===== config.mk =====
export PLATFORM = sky130hd
export DESIGN_NAME = c8ie_ctrl
export DESIGN_NICKNAME = d
export VERILOG_FILES = /design/src/hw/rtl/c8ie_pkg.sv /design/src/hw/rtl/c8ie_ctrl.sv
export SDC_FILE = /design/constraint.sdc
export NUM_CORES = 1
export LEC_CHECK = 0
export BUFFER_PORTS_ARGS = -buffer_cell sky130_fd_sc_hd__buf_4
export CAP_MARGIN = 20
export CORE_AREA = 10 10 47 49
export CTS_CLUSTER_DIAMETER = 60
export CTS_CLUSTER_SIZE = 20
export DETAILED_ROUTE_END_ITERATION = 8
export DIE_AREA = 0 0 57 59
export GPL_ROUTABILITY_DRIVEN = 0
export GPL_TIMING_DRIVEN = 1
export SKIP_LAST_GASP = 1
export SLEW_MARGIN = 40
export SYNTH_ARGS = -nofsm -noshare
export SYNTH_HDL_FRONTEND = slang
export SYNTH_SLANG_ARGS = --single-unit

===== constraint.sdc =====
create_clock -name clk -period 1.8 [get_ports clk]
set_clock_uncertainty 0.1 [all_clocks]
set_input_delay 0.36 -clock clk [delete_from_list [all_inputs] [get_ports clk]]
set_output_delay 0.36 -clock clk [all_outputs]
set_load 0.1 [all_outputs]

===== src/hw/rtl/c8ie_pkg.sv =====
// Package with the shared types and constants of the CHIP-8 executor.
`timescale 1ns / 1ps
package c8ie_pkg;
  localparam logic [1:0] OP_EXEC = 2'd0;
  localparam logic [1:0] OP_WRITE = 2'd1;
  localparam logic [1:0] OP_READ = 2'd2;
  localparam logic [1:0] OP_ROW = 2'd3;
  localparam logic [11:0] PC_RESET = 12'd512;

  typedef struct packed {
    logic [1:0] op;
    logic [15:0] opcode;
    logic [11:0] address;
    logic [7:0] data;
    logic [15:0] keys;
    logic [7:0] random_byte;
  } in_item_t;

  typedef struct packed {
    logic [11:0] pc;
    logic [11:0] index;
    logic [7:0] read_data;
    logic [63:0] display_row;
    logic [7:0] delay_value;
    logic [7:0] sound_value;
    logic waiting_for_key;
    logic error;
  } out_item_t;

  typedef enum logic [3:0] {
    ST_IDLE, ST_DECODE, ST_MEMRD, ST_MEMWAIT, ST_SPRITE, ST_BCD, ST_STORE,
    ST_LOAD, ST_CLEAR, ST_DONE
  } state_t;

  typedef enum logic [2:0] {
    CMD_NONE, CMD_LATCH, CMD_DECODE, CMD_SPRITE_STEP, CMD_BCD_STEP,
    CMD_STORE_STEP, CMD_LOAD_STEP, CMD_CLEAR_STEP
  } cmd_code_t;

  typedef struct packed {
    cmd_code_t code;
    logic mem_issue;
    logic finish;
  } ctrl_cmd_t;

  typedef enum logic [2:0] {
    KIND_SIMPLE, KIND_SPRITE, KIND_BCD, KIND_STORE, KIND_LOAD, KIND_CLEAR
  } kind_t;

  typedef struct packed {
    kind_t kind;
    logic last;
  } dp_status_t;
endpackage


===== src/hw/rtl/c8ie_ctrl.sv =====
// Controller state machine of the CHIP-8 executor.
`timescale 1ns / 1ps
module c8ie_ctrl (
  input logic clk,
  input logic rst,
  input logic start,
  input c8ie_pkg::dp_status_t status,
  output c8ie_pkg::ctrl_cmd_t cmd,
  output logic busy
);
  import c8ie_pkg::*;
  state_t state, state_next;

  always_ff @(posedge clk) begin
    if (rst) begin
      state <= ST_IDLE;
    end else begin
      state <= state_next;
    end
  end

  always_comb begin
    state_next = state;
    cmd = '{code: CMD_NONE, mem_issue: 1'b0, finish: 1'b0};
    busy = (state != ST_IDLE);
    case (state)
      ST_IDLE: begin
        if (start) begin
          cmd.code = CMD_LATCH;
          state_next = ST_DECODE;
        end
      end
      ST_DECODE: begin
        cmd.code = CMD_DECODE;
        case (status.kind)
          KIND_SIMPLE: state_next = ST_DONE;
          KIND_CLEAR: state_next = ST_CLEAR;
          KIND_BCD: state_next = ST_BCD;
          KIND_STORE: state_next = ST_STORE;
          default: begin
            cmd.mem_issue = 1'b1;
            state_next = ST_MEMWAIT;
          end
        endcase
      end
      ST_MEMRD: begin
        cmd.mem_issue = 1'b1;
        state_next = ST_MEMWAIT;
      end
      ST_MEMWAIT: begin
        state_next = (status.kind == KIND_SPRITE) ? ST_SPRITE : ST_LOAD;
      end
      ST_SPRITE: begin
        cmd.code = CMD_SPRITE_STEP;
        state_next = status.last ? ST_DONE : ST_MEMRD;
      end
      ST_LOAD: begin
        cmd.code = CMD_LOAD_STEP;
        state_next = status.last ? ST_DONE : ST_MEMRD;
      end
      ST_BCD: begin
        cmd.code = CMD_BCD_STEP;
        if (status.last) state_next = ST_DONE;
      end
      ST_STORE: begin
        cmd.code = CMD_STORE_STEP;
        if (status.last) state_next = ST_DONE;
      end
      ST_CLEAR: begin
        cmd.code = CMD_CLEAR_STEP;
        if (status.last) state_next = ST_DONE;
      end
      ST_DONE: begin
        cmd.finish = 1'b1;
        state_next = ST_IDLE;
      end
      default: state_next = ST_IDLE;
    endcase
  end
endmodule


==> tab_implementation.tex, run 1 <==
\begin{tabular}{lr}
\hline
Metric & Value \\
\hline
\multicolumn{2}{l}{\textbf{Cells and area}} \\
\quad N\_diodes & 0 \\
\quad Largest registers & state x4 \\
\quad Register containing the most flip-flops in the final layout & state \\
\quad Layout Area Growth over Synthesis & 56.1\% \\
\quad Max FFs per register & 4 \\
\quad Share of cells above drive strength 1 & 0.517 \\
\quad Final layout net count & 96 \\
\quad Design area & 787 µm² \\
\multicolumn{2}{l}{\textbf{Synth}} \\
\quad Post-synthesis sequential element count & 4 \\
\quad Fraction of the yosys area taken by sequential cells & 0.159 \\
\quad Most used standard cell by instance count after synthesis & o21ai\_0 \\
\quad Share of synthesized registers carrying an async set or reset & 0 \\
\quad EDFF count, synth & 0 \\
\quad Yosys Warn Count & 0 \\
\quad Dominant combinational cell family by area after synthesis & simple AND/OR/NAND/NOR gates \\
\quad Net count after synthesis & 75 \\
\quad Top cell type by total area after synthesis & dfxtp\_1 \\
\quad Post-synth top area share & 0.159 \\
\quad Share of the synthesized netlist area taken by xor and xnor gates & 0.0695 \\
\quad Share of synthesized area spent on multiplexers & 0.0199 \\
\quad Post-Synth Adder-Cell Area & 0 \\
\quad Top post-synthesis cells by area & dfxtp\_1 16\%, o21ai\_0 7.9\%, xor2\_1 5.2\% \\
\quad Flip-flop cell with the highest count after synthesis & dfxtp\_1 \\
\quad Synthesized instance count & 68 \\
\quad Commonest cells in the synthesized netlist & 8 x o21ai\_0, 5 x nand2\_1, 4 x a21oi\_1, 4 x dfxtp\_1, 4 x nor2\_1 \\
\quad Cell area after technology mapping & 504 µm² \\
\quad Number of different library cells in the post-synthesis netlist & 35 \\
\quad Avg Synthesized Cell Area & 7.42 µm² \\
\quad Synth Area in Compound Gates & 0.283 \\
\quad Share of synthesized cell area in and, or, nand and nor gates & 0.357 \\
\multicolumn{2}{l}{\textbf{Routing}} \\
\quad Wire length reported by the detailed router & 1400 µm \\
\quad Antenna-violating nets left & 0 \\
\quad Initial drt markers & 7 \\
\quad WL/cell & 13.6 µm \\
\quad Detailed-route vias per instance & 5.34 \\
\quad DRC violations left & 0 \\
\quad Via count & 550 \\
\quad DR pass1 iterations & 4 \\
\multicolumn{2}{l}{\textbf{Critical path}} \\
\quad Startpoint class of the critical path & register \\
\quad Worst path depth & 4 \\
\quad Cells along the critical path & or2b\_1 > o21ai\_2 > and2\_4 > buf\_12 \\
\quad Reg2Reg Depth & 6 \\
\quad Endpoint of the most critical setup path & cmd[1] \\
\quad Dominant delay contributor by cell family on the critical path & simple AND/OR/NAND/NOR gates \\
\quad Worst reg2reg path endpoint & state[0] \\
\quad Maximum fanout along the worst path & 2 \\
\quad CP Capture Type & primary output \\
\quad Critical path's largest stage delay & 320 ps \\
\quad Startpoint of the most critical register-to-register path & state[0] \\
\quad Minimum setup slack among reg-to-reg paths & 320 ps \\
\quad Slowest stage cell on the critical path & dfxtp\_2 \\
\quad Required time reported for the critical path endpoint & 1340 ps \\
\quad Combined buffer and inverter count along the critical path & 1 \\
\quad Arrival time of the worst setup path & 1320 ps \\
\quad Path type of the worst setup path & reg2out \\
\quad Startpoint of the worst setup timing path & state[0] \\
\multicolumn{2}{l}{\textbf{Timing}} \\
\quad Hold\_ws & 204 ps \\
\quad Final hold violation count & 0 \\
\quad Final setup slack of the worst path & 18.6 ps \\
\quad Maximum clock frequency & 561 MHz \\
\quad Number of slew-limit violations in the final report & 0 \\
\quad Actual slew at the worst max-slew pin & 344 ps \\
\quad RSZ-0062 raised after global routing & true \\
\quad Final setup fails & 0 \\
\quad Tmin final & 1780 ps \\
\quad Final period utilization & 0.990 \\
\quad Worst slew margin & 0.767 \\
\multicolumn{2}{l}{\textbf{Floorplanning}} \\
\quad Io pins & 13 \\
\quad Die height & 59 µm \\
\quad Chip Width & 57 µm \\
\quad Initial core utilization & 0.360 \\
\quad Cell row count & 14 \\
\quad Floorplan core area & 1400 µm² \\
\quad Area of the die & 3360 µm² \\
\multicolumn{2}{l}{\textbf{Global routing}} \\
\quad Global router's overall resource usage & 0.0812 \\
\quad GRT Residual Overflow & 0 \\
\quad Number of antenna violations at the first check in global routing & 0 \\
\quad Global-route wire length before repair & 2300 µm \\
\quad Pin count of the biggest net entering global routing & 15 \\
\quad Via count of the first global-routing pass & 546 \\
\multicolumn{2}{l}{\textbf{Clocking}} \\
\quad Buffer levels on the longest clock path & 2 \\
\quad Latest clock arrival within the worst-skew pair & 240 ps \\
\quad Clock tree root buffer cell & clkbuf\_4 \\
\quad Clk sink count & 4 \\
\quad Post-CTS clock slew at the launch and capture registers of the worst setup and hold paths & 40 ps \\
\quad TritonCTS clock tree & yes \\
\quad \# H-tree levels & 1 \\
\quad Clock buffers created by TritonCTS & 3 \\
\multicolumn{2}{l}{\textbf{Placement}} \\
\quad HPWL after DPL & 1040 µm \\
\quad IO buf count & 12 \\
\quad Setup slack after placement & -23.8 ps \\
\quad Instance area after placement & 661 µm² \\
\multicolumn{2}{l}{\textbf{Flow run}} \\
\quad Max-capacitance violation count & 0 \\
\multicolumn{2}{l}{\textbf{Min path}} \\
\quad Class of the tightest hold or removal check & in2reg \\
\multicolumn{2}{l}{\textbf{Outcome}} \\
\quad Outcome & finished clean \\
\hline
\end{tabular}
worst min-delay path by stage:
stage | startpoint | cells past startpoint | end | slack, ps
finish | rst | 2 | state[3] | 200
global route | rst | 2 | state[3] | 200
CTS | rst | 2 | state[3] | 210
detailed placement | rst | 2 | state[3] | 450
global placement | rst | 2 | state[3] | 460
floorplan | rst | 1 | state[3] | 320
through the flow:
stage,util,setup TNS (ps),cells
2_1_floorplan,-,-277,68
3_3_place_gp,0.471,0,98
3_5_place_dp,0.471,-23.8,98
4_1_cts,0.529,-31.9,101
5_1_grt,0.562,-25.4,103
6_report,0.562,0,103
logic make-up after synthesis:
kind of cell / after synthesis
simple gates: 31
compound gates: 21
buf+inv: 7
xor+xnor: 4
flops: 4
mux: 1
final cells by class:
| cell class | count | area, µm² |
|---|---|---|
| well taps | 16 | 20.0 |
| fillers | 148 | 614 |
| repair buffers | 21 | 236 |
| inverters | 2 | 7.51 |
| clock buffers | 3 | 22.5 |
| flip-flops and latches | 4 | 83.8 |
| multi-input cells | 57 | 417 |
layout by cell type, fill, tap and decap left out, types with 2 or more instances in the layout:
master / synthesis / routed
buf_4: 1 / 14
buf_12: 0 / 6
nand2_1: 5 / 4
nor2_1: 4 / 4
o21ai_0: 8 / 4
xor2_1: 3 / 3
a21oi_2: 2 / 3
nand2b_1: 3 / 3
nor2b_1: 3 / 3
o21ai_2: 1 / 3
nor3_1: 3 / 3
clkbuf_4: 0 / 3
dfxtp_2: 0 / 3
inv_1: 2 / 2
o21ai_1: 0 / 2
nand2_2: 1 / 2
or2b_1: 2 / 2
a21oi_1: 4 / 2
layer usage:
metal / part of all wire / global-route usage / vias up
li1: - / - / 279
met3: 0.060 / 0.0365 / 2
met1: 0.42 / 0.0877 / 255
met5: 0 / 0 / -
met2: 0.50 / 0.136 / 14
met4: 0.012 / 0.0302 / 0
repair_timing:
action,in CTS,in global routing
pin swaps,0,1
hold buffers,0,0
gates resized for setup,15,12
setup buffers,0,2
endpoints found under the setup margin,5,6
Power of run 1 is not shown: default switching activity piles up to over one toggle a cycle in this logic, so the estimate is an artifact.
==> run 2: changes to the inputs <==
--- a/config.mk
+++ b/config.mk
@@ -5,6 +5,7 @@
 export SDC_FILE = /design/constraint.sdc
 export NUM_CORES = 1
 export LEC_CHECK = 0
+export ABC_AREA = 1
 export BUFFER_PORTS_ARGS = -buffer_cell sky130_fd_sc_hd__buf_4
 export CAP_MARGIN = 20
 export CORE_AREA = 10 10 47 49
==> tab_implementation.tex, run 2 <==
\begin{tabular}{lr}
\hline
Metric & Value \\
\hline
\multicolumn{2}{l}{\textbf{Routing}} \\
\quad Detailed-route vias per instance & 4.65 \\
\quad DR pass1 iterations & 4 \\
\quad Via count & 521 \\
\quad Wire length reported by the detailed router & 1140 µm \\
\quad Antenna-violating nets left & 0 \\
\quad Initial drt markers & 14 \\
\quad WL/cell & 10.2 µm \\
\quad DRC violations left & 0 \\
\multicolumn{2}{l}{\textbf{Critical path}} \\
\quad Combined buffer and inverter count along the critical path & 2 \\
\quad Reg2Reg Depth & 10 \\
\quad Worst reg2reg path endpoint & state[0] \\
\quad Startpoint class of the critical path & register \\
\quad Required time reported for the critical path endpoint & 1340 ps \\
\quad Slowest stage cell on the critical path & dfxtp\_4 \\
\quad Maximum fanout along the worst path & 6 \\
\quad Startpoint of the most critical register-to-register path & state[0] \\
\quad Arrival time of the worst setup path & 1320 ps \\
\quad Path type of the worst setup path & reg2out \\
\quad Minimum setup slack among reg-to-reg paths & 420 ps \\
\quad CP Capture Type & primary output \\
\quad Worst path depth & 7 \\
\quad Critical path's largest stage delay & 360 ps \\
\quad Most repeated library cell on the critical path & nand2\_2 \\
\quad Dominant delay contributor by cell family on the critical path & flip-flops \\
\quad Cells along the critical path & inv\_2 > nor2\_4 > nand2\_2 > nand2\_2 > a31oi\_1 > nand2\_2 > buf\_12 \\
\multicolumn{2}{l}{\textbf{Timing}} \\
\quad Tmin final & 1780 ps \\
\quad Number of slew-limit violations in the final report & 0 \\
\quad RSZ-0062 raised after global routing & true \\
\quad Hold\_ws & 199 ps \\
\quad Actual slew at the worst max-slew pin & 280 ps \\
\quad Final period utilization & 0.988 \\
\quad Worst slew margin & 0.815 \\
\quad Final setup fails & 0 \\
\quad Maximum clock frequency & 562 MHz \\
\quad Final hold violation count & 0 \\
\multicolumn{2}{l}{\textbf{Floorplanning}} \\
\quad Io pins & 13 \\
\quad Die height & 59 µm \\
\quad Chip Width & 57 µm \\
\quad Cell row count & 14 \\
\quad Floorplan core area & 1400 µm² \\
\quad Initial core utilization & 0.291 \\
\quad Area of the die & 3360 µm² \\
\multicolumn{2}{l}{\textbf{Global routing}} \\
\quad Number of antenna violations at the first check in global routing & 0 \\
\quad Pin count of the biggest net entering global routing & 7 \\
\quad Via count of the first global-routing pass & 494 \\
\quad Global-route wire length before repair & 1990 µm \\
\quad Global router's overall resource usage & 0.0706 \\
\quad GRT Residual Overflow & 0 \\
\multicolumn{2}{l}{\textbf{Cells and area}} \\
\quad Share of cells above drive strength 1 & 0.490 \\
\quad N\_diodes & 0 \\
\quad Layout Area Growth over Synthesis & 74.2\% \\
\quad Max FFs per register & 4 \\
\quad Largest registers & state x4 \\
\quad Most common cell after layout, fill and taps aside & nand2\_1 \\
\quad Final design utilization & 0.507 \\
\quad Final layout net count & 104 \\
\quad Most used cells in the layout excluding fill and tap cells & 22 x nand2\_1, 13 x buf\_4, 7 x nand3\_1, 6 x nand2\_2, 6 x a21oi\_1 \\
\quad Register containing the most flip-flops in the final layout & state \\
\multicolumn{2}{l}{\textbf{Min path}} \\
\quad Worst hold path depth & 2 \\
\quad Min-Delay Endpoint & state[3] \\
\quad Class of the tightest hold or removal check & in2reg \\
\quad Hold wc startpoint & rst \\
\multicolumn{2}{l}{\textbf{Synth}} \\
\quad Net count after synthesis & 82 \\
\quad Avg Synthesized Cell Area & 5.44 µm² \\
\quad Most used standard cell by instance count after synthesis & nand2\_1 \\
\quad Top cell type by total area after synthesis & nand2\_1 \\
\quad EDFF count, synth & 0 \\
\quad Top post-synthesis cells by area & nand2\_1 26\%, dfxtp\_1 20\%, nand3\_1 8.6\% \\
\quad Cell area after technology mapping & 408 µm² \\
\quad Yosys Warn Count & 0 \\
\quad Synthesized instance count & 75 \\
\quad Post-synth top area share & 0.258 \\
\quad Number of different library cells in the post-synthesis netlist & 17 \\
\quad Flip-flop cell with the highest count after synthesis & dfxtp\_1 \\
\quad Share of synthesized registers carrying an async set or reset & 0 \\
\quad Fraction of the yosys area taken by sequential cells & 0.196 \\
\quad Post-synthesis sequential element count & 4 \\
\quad Commonest cells in the synthesized netlist & 28 x nand2\_1, 9 x inv\_1, 9 x nor2\_1, 7 x nand3\_1, 6 x a21oi\_1 \\
\multicolumn{2}{l}{\textbf{Clocking}} \\
\quad Buffer levels on the longest clock path & 2 \\
\quad Hold\_buf cts & 0 \\
\quad Clock buffers created by TritonCTS & 3 \\
\quad Post-CTS clock slew at the launch and capture registers of the worst setup and hold paths & 40 ps \\
\quad Clock tree root buffer cell & clkbuf\_4 \\
\quad Clk sink count & 4 \\
\quad \# H-tree levels & 1 \\
\quad TritonCTS clock tree & yes \\
\quad Latest clock arrival within the worst-skew pair & 240 ps \\
\multicolumn{2}{l}{\textbf{Flow run}} \\
\quad Max-capacitance violation count & 0 \\
\multicolumn{2}{l}{\textbf{Placement}} \\
\quad HPWL after DPL & 972 µm \\
\quad IO buf count & 12 \\
\multicolumn{2}{l}{\textbf{Outcome}} \\
\quad Outcome & finished clean \\
\hline
\end{tabular}
run 2: cell count changes after synthesis, sizes merged, moves of 5 or more:
| cell | delta |
|---|---|
| nand2 | +23 |
| inv | +7 |
| nor2 | +7 |
| o21ai | -7 |
| nand3 | +5 |
run 2: metal layers:
metal  share of wire  global-route usage  up-vias
met5               0                   0        -
met4               0              0.0201        0
met3           0.059              0.0300        0
met2            0.50               0.118       11
met1            0.44              0.0800      225
li1                -                   -      285
run 2: worst max path at each step:
stage	from	endpoint	slack, ps
floorplan	state[3]	cmd[0]	-300
global placement	status[1]	cmd[1]	30
detailed placement	status[1]	cmd[1]	20
CTS	state[3]	cmd[2]	-40
global route	state[2]	cmd[1]	-40
finish	state[2]	cmd[2]	20
run 2: cell type report:
type / instances / area, µm²
fillers: 150 / 691
inverters: 9 / 38.8
multi-input cells: 62 / 355
repair buffers: 17 / 178
flip-flops and latches: 4 / 92.6
well taps: 16 / 20.0
clock buffers: 4 / 26.3
run 2: what timing repair did:
item | 4_1_cts | 5_1_grt
endpoints found under the setup margin | 4 | 4
buffers inserted | 0 | 3
pin swaps | 0 | 6
gates resized for setup | 6 | 17
run 2: through the flow:
step	cells	area [µm²]	setup TNS (ps)	worst slack, ps
global placement	105	587	0	33.7
CTS	109	637	-37.5	-37.5
finish	112	711	0	22.0
floorplan	75	462	-463	-303
detailed placement	105	587	0	18.7
global route	112	711	-141	-44.2
run 2: kinds of logic after synthesis:
family                 count (synthesis)  share of synthesized area
and+or+nand+nor                       51                      0.543
AOI/OAI and AO/OA                     11                      0.178
buffers and inverters                  9                     0.0828
DFF                                    4                      0.196
Power of run 2 is left out for the same reason.
